--- config.mk ---
export PLATFORM = sky130hd
export DESIGN_NAME = slater_condon_pair_classifier_unit
export DESIGN_NICKNAME = d
export VERILOG_FILES = /design/src/sv/scp_pkg.sv /design/src/sv/scp_classify.sv /design/src/sv/slater_condon_pair_classifier_unit.sv
export SDC_FILE = /design/constraint.sdc
export NUM_CORES = 1
export LEC_CHECK = 0
export BUFFER_PORTS_ARGS = -buffer_cell sky130_fd_sc_hd__buf_4
export CORE_ASPECT_RATIO = 1.4
export CORE_MARGIN = 4
export CORE_UTILIZATION = 58
export CTS_CLUSTER_SIZE = 14
export DETAILED_ROUTE_END_ITERATION = 16
export PLACE_DENSITY = 0.79
export SYNTH_ARGS = -nofsm -noshare
export SYNTH_HDL_FRONTEND = slang
export SYNTH_SLANG_ARGS = --single-unit
--- constraint.sdc ---
create_clock -name i_clk -period 14.5 [get_ports i_clk]
set_input_delay 2.9 -clock i_clk [delete_from_list [all_inputs] [get_ports i_clk]]
set_output_delay 2.9 -clock i_clk [all_outputs]
set_load 0.01 [all_outputs]
--- src/sv/scp_pkg.sv ---
package scp_pkg;

    localparam int ORB_W = 64;
    localparam int TAG_W = 12;
    localparam int POS_W = 6;
    localparam int LVL_W = 6;
    localparam int CNT_W = 7;

    typedef enum logic [1:0] {
        KIND_DIAGONAL = 2'd0,
        KIND_SINGLE   = 2'd1,
        KIND_NONE     = 2'd2
    } t_kind;

    // one classified pair, as it sits in the result register
    typedef struct packed {
        logic [TAG_W-1:0] row_tag;
        logic [TAG_W-1:0] column_tag;
        t_kind            kind;
        logic [LVL_W-1:0] level;
        logic [POS_W-1:0] hole;
        logic [POS_W-1:0] particle;
        logic             sign_positive;
        logic [ORB_W-1:0] occupied_mask;
    } t_result;

endpackage

--- src/sv/scp_classify.sv ---
module scp_classify #(
    parameter int SPIN_ORBITALS = 64
) (
    input  logic [scp_pkg::TAG_W-1:0] i_first_index,
    input  logic [scp_pkg::TAG_W-1:0] i_second_index,
    input  logic [scp_pkg::ORB_W-1:0] i_first_occupation,
    input  logic [scp_pkg::ORB_W-1:0] i_second_occupation,
    output scp_pkg::t_result          o_result
);
    import scp_pkg::*;

    // only the low SPIN_ORBITALS bits take part
    localparam logic [ORB_W-1:0] KEEP = {ORB_W{1'b1}} >> (ORB_W - SPIN_ORBITALS);

    // adder tree over the 64 mask bits, six levels deep
    function automatic logic [CNT_W-1:0] f_popcount(input logic [ORB_W-1:0] v);
        logic [1:0] c2  [32];
        logic [2:0] c4  [16];
        logic [3:0] c8  [8];
        logic [4:0] c16 [4];
        logic [5:0] c32 [2];
        for (int k = 0; k < 32; k++) begin
            c2[k] = {1'b0, v[2*k]} + {1'b0, v[2*k+1]};
        end
        for (int k = 0; k < 16; k++) begin
            c4[k] = {1'b0, c2[2*k]} + {1'b0, c2[2*k+1]};
        end
        for (int k = 0; k < 8; k++) begin
            c8[k] = {1'b0, c4[2*k]} + {1'b0, c4[2*k+1]};
        end
        for (int k = 0; k < 4; k++) begin
            c16[k] = {1'b0, c8[2*k]} + {1'b0, c8[2*k+1]};
        end
        for (int k = 0; k < 2; k++) begin
            c32[k] = {1'b0, c16[2*k]} + {1'b0, c16[2*k+1]};
        end
        return {1'b0, c32[0]} + {1'b0, c32[1]};
    endfunction

    // highest set position, 0 when none
    function automatic logic [POS_W-1:0] f_top_bit(input logic [ORB_W-1:0] v);
        logic [POS_W-1:0] pos;
        pos = '0;
        for (int k = 0; k < ORB_W; k++) begin
            if (v[k]) begin
                pos = POS_W'(k);
            end
        end
        return pos;
    endfunction

    logic [ORB_W-1:0] occ_a;
    logic [ORB_W-1:0] occ_b;
    logic [CNT_W-1:0] diff_cnt;
    logic [LVL_W-1:0] level;
    logic [POS_W-1:0] hole;
    logic [POS_W-1:0] particle;
    logic [POS_W-1:0] pos_lo;
    logic [POS_W-1:0] pos_hi;
    logic [POS_W:0]   lo_plus;
    logic [ORB_W-1:0] between;
    logic             odd_between;

    assign occ_a    = i_first_occupation & KEEP;
    assign occ_b    = i_second_occupation & KEEP;
    assign diff_cnt = f_popcount(occ_a ^ occ_b);
    assign level    = diff_cnt[CNT_W-1:1];
    assign hole     = f_top_bit(occ_a & ~occ_b);
    assign particle = f_top_bit(~occ_a & occ_b);
    assign pos_lo   = (hole < particle) ? hole : particle;
    assign pos_hi   = (hole < particle) ? particle : hole;
    assign lo_plus  = {1'b0, pos_lo} + (POS_W+1)'(1);

    // bits strictly between lo and hi; empty when the two meet
    assign between     = ~({ORB_W{1'b1}} << pos_hi) & ({ORB_W{1'b1}} << lo_plus);
    assign odd_between = ^(occ_a & between);

    always_comb begin
        o_result               = '0;
        o_result.row_tag       = i_first_index;
        o_result.column_tag    = i_second_index;
        o_result.level         = level;
        o_result.kind          = KIND_NONE;
        if (level == '0) begin
            o_result.kind          = KIND_DIAGONAL;
            o_result.column_tag    = i_first_index;
            o_result.sign_positive = 1'b1;
            o_result.occupied_mask = occ_a;
        end else if (level == LVL_W'(1)) begin
            o_result.kind          = KIND_SINGLE;
            o_result.hole          = hole;
            o_result.particle      = particle;
            o_result.sign_positive = ~odd_between;
        end
    end

endmodule

--- src/sv/slater_condon_pair_classifier_unit.sv ---
// Slater-Condon pair classifier. Each input beat carries two determinant
// occupation masks (bit k = spin orbital k) and two index tags; each output
// beat gives the excitation level (differing bits halved), a kind (diagonal,
// single excitation, no interaction), for single excitations the highest
// hole and particle, the phase sign and, for diagonal pairs, the first
// mask. Bits at or above SPIN_ORBITALS are ignored. The block is a
// two-register pipe: an input register, one pass of bit logic (popcount,
// top-bit search, between-mask parity), and a result register. It takes
// one beat per cycle while o_in_stall is low. An accepted beat moves on
// to the result register once that register is free, and o_out_valid
// then shows it. A stalled output holds the result register, and the
// input register keeps filling until both are full; then o_in_stall rises.
module slater_condon_pair_classifier_unit #(
    parameter int SPIN_ORBITALS = 64
) (
    input  logic                      i_clk,
    input  logic                      i_rst_n,
    input  logic                      i_in_valid,
    output logic                      o_in_stall,
    input  logic [scp_pkg::TAG_W-1:0] i_first_index,
    input  logic [scp_pkg::TAG_W-1:0] i_second_index,
    input  logic [scp_pkg::ORB_W-1:0] i_first_occupation,
    input  logic [scp_pkg::ORB_W-1:0] i_second_occupation,
    output logic                      o_out_valid,
    input  logic                      i_out_stall,
    output logic [scp_pkg::TAG_W-1:0] o_row_tag,
    output logic [scp_pkg::TAG_W-1:0] o_column_tag,
    output logic [1:0]                o_kind,
    output logic [scp_pkg::LVL_W-1:0] o_excitation_level,
    output logic [scp_pkg::POS_W-1:0] o_hole,
    output logic [scp_pkg::POS_W-1:0] o_particle,
    output logic                      o_sign_positive,
    output logic [scp_pkg::ORB_W-1:0] o_occupied_mask
);
    import scp_pkg::*;

    // input register
    logic             r_in_vld;
    logic             n_in_vld;
    logic [TAG_W-1:0] r_idx_a;
    logic [TAG_W-1:0] r_idx_b;
    logic [ORB_W-1:0] r_occ_a;
    logic [ORB_W-1:0] r_occ_b;

    // result register
    logic             r_out_vld;
    logic             n_out_vld;
    t_result          r_res;
    t_result          n_res;

    logic             out_free;
    logic             load_out;
    logic             load_in;

    // the result register frees when empty or when its beat leaves
    assign out_free = !r_out_vld || !i_out_stall;
    assign load_out = r_in_vld && out_free;
    // the input register takes a beat when empty or when it moves on
    assign o_in_stall = r_in_vld && !out_free;
    assign load_in    = i_in_valid && !o_in_stall;

    assign n_in_vld  = load_in ? 1'b1 : (load_out ? 1'b0 : r_in_vld);
    assign n_out_vld = load_out ? 1'b1 : (out_free ? 1'b0 : r_out_vld);

    scp_classify #(
        .SPIN_ORBITALS(SPIN_ORBITALS)
    ) u_classify (
        .i_first_index      (r_idx_a),
        .i_second_index     (r_idx_b),
        .i_first_occupation (r_occ_a),
        .i_second_occupation(r_occ_b),
        .o_result           (n_res)
    );

    always_ff @(posedge i_clk) begin
        if (!i_rst_n) begin
            r_in_vld  <= 1'b0;
            r_out_vld <= 1'b0;
        end else begin
            r_in_vld  <= n_in_vld;
            r_out_vld <= n_out_vld;
        end
    end

    // payload: capture on load, hold otherwise
    always_ff @(posedge i_clk) begin
        if (load_in) begin
            r_idx_a <= i_first_index;
            r_idx_b <= i_second_index;
            r_occ_a <= i_first_occupation;
            r_occ_b <= i_second_occupation;
        end
        if (load_out) begin
            r_res <= n_res;
        end
    end

    assign o_out_valid        = r_out_vld;
    assign o_row_tag          = r_res.row_tag;
    assign o_column_tag       = r_res.column_tag;
    assign o_kind             = r_res.kind;
    assign o_excitation_level = r_res.level;
    assign o_hole             = r_res.hole;
    assign o_particle         = r_res.particle;
    assign o_sign_positive    = r_res.sign_positive;
    assign o_occupied_mask    = r_res.occupied_mask;

    // a waiting input beat must not be dropped while the output is stalled
    a_in_hold: assert property (@(posedge i_clk) disable iff (!i_rst_n)
        r_in_vld && !out_free |=> r_in_vld)
        else $error("input beat lost under output stall");

    // a diagonal result repeats the row tag and has level zero
    a_diag: assert property (@(posedge i_clk) disable iff (!i_rst_n)
        r_out_vld && r_res.kind == KIND_DIAGONAL |->
            r_res.column_tag == r_res.row_tag && r_res.level == '0)
        else $error("diagonal result malformed");

    // kind follows the level
    a_kind_level: assert property (@(posedge i_clk) disable iff (!i_rst_n)
        r_out_vld |->
            (r_res.kind == KIND_SINGLE) == (r_res.level == LVL_W'(1)) &&
            (r_res.kind == KIND_NONE) == (r_res.level > LVL_W'(1)))
        else $error("kind disagrees with excitation level");

    // only diagonal results carry the occupation mask
    a_mask_diag: assert property (@(posedge i_clk) disable iff (!i_rst_n)
        r_out_vld && r_res.kind != KIND_DIAGONAL |-> r_res.occupied_mask == '0)
        else $error("mask on non-diagonal result");

    // a beat that leaves the input register is valid at the output next cycle
    a_advance: assert property (@(posedge i_clk) disable iff (!i_rst_n)
        load_out |=> r_out_vld)
        else $error("result register failed to load");

endmodule

# After elaboration in Yosys (flattened, before gate mapping)
# Cells that the tools add are included.
[totals] ff_bits=263 input_bits=156 output_inout_bits=111 wordCells=240
[op_classes] add_sub_neg=64 magnitude_cmp=1 n_eq_ne=1 n_shift=2 mux=135 bitwise_logic=10 reduce_logical=13
[op_table] operator="2-to-1 mux 6 bit" n=66
[op_table] operator="bitwise AND 64 bit" n=4
[op_table] operator="inverter 64 bit" n=3
[op_table] operator="2-to-1 mux 5 bit" n=32
[op_table] operator="adder 1 x 1 -> 2 bit" n=32
[op_table] operator="2-to-1 mux 4 bit" n=16
[op_table] operator="XOR reduction 64 bit" n=1
[op_table] operator="<< shifter 64 x 6 -> 64 bit (first input constant)" n=1
[op_table] operator="<< shifter 64 x 7 -> 64 bit (first input constant)" n=1
[op_table] operator="bitwise XOR 64 bit" n=1
[op_table] operator="adder 2 x 2 -> 3 bit" n=16
[op_table] operator="adder 3 x 3 -> 4 bit" n=8
[op_table] operator="2-to-1 mux 3 bit" n=8
[op_table] operator="adder 4 x 4 -> 5 bit" n=4
[op_table] operator="adder 5 x 5 -> 6 bit" n=2
[op_table] operator="2-to-1 mux 12 bit" n=1
[op_table] operator="2-to-1 mux 2 bit" n=5
[op_table] operator="adder 6 x 1 -> 7 bit (second input constant)" n=1
[op_table] operator="adder 6 x 6 -> 7 bit" n=1
[op_table] operator="2-to-1 mux 1 bit" n=7
[op_table] operator="== test 6 x 1 -> 1 bit (second input constant)" n=1
[op_table] operator="logical NOT 6 bit" n=1
[op_table] operator="less-than comparator 6 bit" n=1
[op_table] operator="logical NOT 1 bit" n=4
[op_table] operator="5 further kinds" n=9

# Longest topological paths before layout
# Gate-level depths: netlist of run 1.
[depth] depth_word=74 depth_mapped=34 ltp_nobuf=31

# Hierarchy
# Synthesis of run 1 repeated with hierarchy kept, for this count alone.
[unflattened] hier_cells=1522 area_unflattened_um2=16948.8
[by_module_without_submodules] mod="scp_classify" instances=1 cells_per_inst=1253 area_each_um2=9027.4 seq_area_each_um2=0.0
[by_module_without_submodules] mod="slater_condon_pair_classifier_unit" instances=1 cells_per_inst=269 area_each_um2=7921.3 seq_area_each_um2=7877.6

# Worst setup path before layout of run 1
# Ideal clock, no wire load.
[synth_path] kind="input-to-reg" startpoint="input port i_out_stall" endpoint="register r_res (netlist bit o_column_tag[0]), enable pin" setup_time_ps=742 arrival_ps=10792 t_required_ps=13758 slack_ps=2966 cell_stages=1 n_path_buf=0 cell_sequence="a21boi_0"
[synth_via] elab_chain_cells=3
[synth_rtl] item="from (decl)" line="slater_condon_pair_classifier_unit.sv:25" source="input logic i_out_stall,"
[synth_rtl] item="logical NOT 1 bit" line="slater_condon_pair_classifier_unit.sv:56" source="assign out_free = !r_out_vld || !i_out_stall;"
[synth_rtl] item="logical OR 1 bit" line="slater_condon_pair_classifier_unit.sv:56"
[synth_rtl] item="logical AND 1 bit" line="slater_condon_pair_classifier_unit.sv:57" source="assign load_out = r_in_vld && out_free;"
[synth_rtl] item="to (signal assigned)" line="slater_condon_pair_classifier_unit.sv:94" source="r_res <= n_res;"
[synth_rtl] item="to (decl)" line="slater_condon_pair_classifier_unit.sv:48" source="t_result r_res;"
# Every way passes these cells.
# A chain may end at the register's enable or synchronous reset.

==> flow_metrics.tcl, run 1 <==
set metrics [dict create \
    dp.cells 2147 \
    final_cell_mix "286 x buf_4, 261 x edfxtp_1, 237 x inv_1" \
    yosys.area_share.xor_xnor_pct 2.816 \
    status "completed" \
    via_per_inst 6.204 \
    syn_nets 1884 \
    critPathCaptureType "register" \
    clock_skew_ps 13.95 \
    ys_seq_area_share_pct 46.54 \
    cts.sinks 263 \
    top_usage_layer "met2" \
    grt_pass1_vias 14150 \
    cp-startpoint "r_occ_a[51]" \
    grt_start_max_net_pins 66 \
    grt_use_met2_pct 65.50 \
    ys_async_sr_fraction_pct 0 \
    synthCells 1525 \
    drtIter0Drc 1122 \
    wl_per_cell_um 27.82 \
    synth_fa_ha_area_share_pct 17.40 \
    period_needed_ps 9121 \
    slew_violations 0 \
    drc 0 \
    n_antenna_cell 0 \
    die-area_um2 32020 \
    slew_headroom_pct 19.86 \
    worst_pin_slew_ps 1198 \
    hold_path.class "reg -> reg" \
    ios 267 \
    start_kind "register" \
    crit_type "reg -> reg" \
    die_y_um 210.1 \
    final_area_um2 20220 \
    hold_start "r_idx_a[11]" \
    ant_nets 0 \
    clk_latency_ps 570 \
    maxCapViolCount 0 \
    initial_core_util_pct 59.21 \
    hpwl_um 48510 \
    nNetsFinal 2159 \
    holdBufCountCts 0 \
    place_congestion 1.159 \
    drive_gt1_share_pct 20.51 \
    fmax_mhz 109.6 \
    ys_ff_latch 263 \
    layout_commonest_cell "buf_4" \
    clockBufferDepth 3 \
    cts.htree.levels 1 \
    routed_wl_um 61050 \
    synth_area_um2 16930 \
    ys_warn_count 0 \
    required_ps 14810 \
    place_area_um2 19400 \
    rsz0062_at_grt "no" \
    firstDrtPassIters 5 \
    grt_util_all_layers_pct 37.20 \
    core-area_um2 28590 \
    tns_ps 0 \
    area_delta_synth_final_pct 19.47 \
    hold_viol 0 \
    fillers 2002 \
    grt_pass1_wl_um 88160 \
    grt_use_met3_pct 6.736 \
    ctsResizeCount 0 \
    post_cts_buffers 0 \
    fin_crit_sh_pct 62.90 \
    setup_violations 0 \
    cts_tree "built" \
    synth-compound-area-share_pct 11.55 \
    stdcell_count 2194 \
    clk_pin_slew_worst_paths_ps 60 \
    r2r_start "r_occ_a[51]" \
    crit_fanout 12 \
    ys_types 87 \
    clock-root-buffer "clkbuf_16" \
    core.rowCount 73 \
    antenna_found_initial 0 \
    synth_simple_gate_area_share_pct 12.94 \
    met1_usage_pct 39.31 \
    synth-edff-count 261 \
    synth-main-ff-cell "edfxtp_1" \
    num_vias 13610 \
    port-buffer-count 266 \
    synthMuxAreaShare_pct 2.388 \
    crit_arrival_ps 9430 \
    die_w_um 152.4 \
    avgSynthCellArea_um2 11.10 \
    gr-total-overflow 0 \
    numCtsBuffers 26 \
    synth_top_family_by_area "adder cells" \
]
-- layout make-up --
| type | count | area, µm² | area share (%) |
|---|---|---|---|
| clock buffers | 34 | 680.7 | 3.366 |
| clock inverters | 13 | 138.9 | 0.6868 |
| inverters | 242 | 908.4 | 4.492 |
| multi-input cells | 981 | 8000 | 39.56 |
| flip-flops and latches | 263 | 7878 | 38.96 |
| well taps | 375 | 469.2 | 2.320 |
| repair buffers | 286 | 2147 | 10.62 |
-- synth_stat cells (4+ instances only) --
master,count,area [µm²]
inv_1,239,897.1
o31ai_1,10,75.07
nand3_1,21,105.1
a211oi_2,4,50.05
or3_1,10,62.56
a22oi_1,5,37.54
edfxtp_1,261,7838
or4_1,11,82.58
a21o_1,11,82.58
nor2b_1,14,87.58
xnor2_1,20,175.2
clkbuf_1,27,101.4
o211a_1,8,80.08
o211ai_1,20,150.1
nand2_1,55,206.5
o21a_1,6,45.04
o2111ai_1,6,52.55
o21ai_0,38,190.2
ha_1,149,1864
o311ai_0,4,35.03
a21oi_1,64,320.3
buf_2,4,20.02
mux2i_1,19,190.2
and2_1,11,68.82
or2_2,6,37.54
o31a_1,5,43.79
and3_1,10,62.56
o21bai_1,5,37.54
a211oi_1,10,75.07
nand4_1,9,56.30
fa_1,54,1081
buf_1,4,15.01
o21ai_1,8,40.04
nor2_1,96,360.4
mux2_2,19,214.0
a31oi_1,11,68.82
nand2b_1,18,112.6
a221oi_1,4,35.03
nor4_1,43,269.0
nor3_1,109,545.5
xnor3_1,8,180.2
xor2_1,12,105.1
o221ai_1,5,43.79
-- layer usage --
layer	up-vias	part of all wire (%)
met5	-	0
met1	6508	32
met3	255	7.8
met2	801	50
li1	6047	-
met4	0	9.7
-- worst max-delay path, stage by stage, from the launching register on --
cell and delay [ps]:
edfxtp_1 490, inv_1 180, ha_1 320, inv_1 60
fa_1 510, fa_1 580, inv_1 70, fa_1 520
inv_1 60, fa_1 480, fa_1 510, inv_1 50
fa_1 550, fa_1 440, fa_1 490, or2_2 140
fa_1 220, nor2b_1 50, o21ai_0 140, nand2b_1 100
a21o_1 200, a21o_1 180, or4_1 510, nor2_1 550
inv_2 90, nor2_1 920, mux2_2 430
-- kinds of logic after synthesis --
logic type               Yosys count
adder cells (fa/ha/maj)          203
AND/OR/NAND/NOR                  427
AO/OA/AOI/OAI                    272
multiplexers                      38
flip-flops                       263
XOR/XNOR                          41
buffers and inverters            281
-- registers in the layout (all words and copies together) (netlist names) --
register and cells:
o_occupied_mask 64, r_occ_a 64, r_occ_b 64, o_column_tag 12, o_row_tag 12, r_idx_a 12, r_idx_b 12, o_excitation_level 6
o_hole 6, o_particle 6, o_kind 2, o_out_valid 1, o_sign_positive 1, r_in_vld 1
-- final timing paths --
check                                        end  slack, ps  depth (start not counted)
worst min-delay path               o_row_tag[11]        450                          0
worst max-delay path            o_column_tag[10]       5380                         26
worst max register to register  o_column_tag[10]       5380                         26
worst min register to register     o_row_tag[11]        450                          0
-- per-stage QoR --
step                      utilization [%]  hold WS (ps)  worst slack, ps
after floorplan                         -         420.4             2966
after global placement              67.87         423.7             5451
after detailed placement            67.87         432.4             5353
after CTS                           70.73         442.7             5285
after global routing                70.73         463.1             5020
final                               70.73         447.6             5379
Power of run 1 is left out: the tool's default activity adds up to more than one toggle a clock period on the data nets, which glitch-free logic cannot reach.
==> run 2: changes to the inputs <==
==> constraint.sdc (replaced) <==
create_clock -name i_clk -period 8.6 [get_ports i_clk]
set_input_delay 1.72 -clock i_clk [delete_from_list [all_inputs] [get_ports i_clk]]
set_output_delay 1.72 -clock i_clk [all_outputs]
set_load 0.01 [all_outputs]
==> flow_metrics.tcl, run 2 (synthesis results as in run 1) <==
set metrics [dict create \
    grt_start_max_net_pins 71 \
    clock-root-buffer "clkbuf_16" \
    maxCapViolCount 0 \
    ant_nets 0 \
    grt_pass1_wl_um 89670 \
    port-buffer-count 266 \
    initial_core_util_pct 59.21 \
    clock_skew_ps 26.91 \
    drive_gt1_share_pct 22.65 \
    tns_ps 0 \
    wl_per_cell_um 27.38 \
    num_vias 13990 \
    drtIter0Drc 1235 \
    area_delta_synth_final_pct 21.37 \
    holdBufCountCts 0 \
    antenna_found_initial 1 \
    die_w_um 152.4 \
    worst_pin_slew_ps 960.9 \
    start_kind "register" \
    numCtsBuffers 25 \
    cpMostUsedCell "fa_1" \
    core.rowCount 73 \
    slew_violations 0 \
    ios 267 \
    period_needed_ps 8280 \
    gr-total-overflow 0 \
    grt_util_all_layers_pct 37.59 \
    required_ps 8890 \
    crit_arrival_ps 8570 \
    via_per_inst 6.246 \
    status "completed" \
    drc 0 \
    max_stage_delay_ps 660 \
    hold_viol 0 \
    cts_tree "built" \
    clk_latency_ps 560 \
    hold_path.class "reg -> reg" \
    firstDrtPassIters 8 \
    place_congestion 1.037 \
    crit_type "reg -> reg" \
    cts.sinks 263 \
    fin_crit_sh_pct 96.28 \
    crit_fanout 35 \
    layout_commonest_cell "buf_4" \
    grt_pass1_vias 14400 \
    routed_wl_um 61300 \
    core-area_um2 28590 \
    ff2ff_setup_slack_ps 320 \
    setup_violations 0 \
    nNetsFinal 2207 \
    slew_headroom_pct 35.94 \
    critPathCaptureType "register" \
    cts.htree.levels 1 \
    clockBufferDepth 3 \
    rsz0062_at_grt "no" \
    slowest_stage "fa_1" \
    fmax_mhz 120.8 \
    final_cell_mix "335 x buf_4, 261 x edfxtp_1, 237 x inv_1" \
    clk_pin_slew_worst_paths_ps 60 \
    die-area_um2 32020 \
    die_y_um 210.1 \
    hpwl_um 48900 \
]
[run 2: worst max-delay path: cells and delay by family (launching register included)]
family | cells | cell delay, ps
adders and majority gates | 10 | 4530
and+or+nand+nor | 5 | 1180
buffers and inverters | 8 | 940
AOI/OAI and AO/OA | 3 | 510
DFF | 1 | 470
muxes | 1 | 370
[run 2: layout make-up]
class	instances	area [µm²]
clock inverters	12	112.6
repair buffers	335	2515
well taps	375	469.2
diodes	1	2.502
fillers	1924	8045
inverters	242	910.9
clock buffers	30	644.4
flip-flops and latches	263	7878
multi-input cells	981	8011
[run 2: what timing repair did]
| action | CTS | global route |
|---|---|---|
| setup endpoints to repair | 0 | 13 |
| resized for setup | 0 | 6 |
| setup buffers | 0 | 1 |
[run 2: metrics by stage]
step / cell area (µm²) / setup WS, ps / hold WS, ps / util (%) / instances
floorplan: 16930 / 990.8 / 420.4 / - / 1525
global placement: 19750 / 265.4 / 422.7 / 69.09 / 2195
detailed placement: 19750 / 98.31 / 431.0 / 69.09 / 2195
CTS: 20510 / 49.46 / 445.5 / 71.74 / 2237
global route: 20540 / 17.11 / 457.4 / 71.85 / 2238
finish: 20540 / 319.7 / 444.5 / 71.86 / 2239
[run 2: worst paths after layout]
check              startpoint         endpoint  depth (start not counted)
setup / recovery  r_occ_a[13]  o_column_tag[8]                         27
hold / removal    r_idx_a[11]    o_row_tag[11]                          0
setup reg to reg  r_occ_a[13]  o_column_tag[8]                         27
hold reg to reg   r_idx_a[11]    o_row_tag[11]                          0
[run 2: layer usage]
metal  share of wire [%]  wire length, µm  track usage, %  vias to the layer above
met4                 9.7             5916           29.93                        2
met2                  50            30460           64.64                      828
met1                  33            19970           40.26                     6747
met3                 8.1             4941           7.681                      262
met5               0.018               11               0                        -
li1                    -                -               -                     6146
Power of run 2 is left out for the same reason.
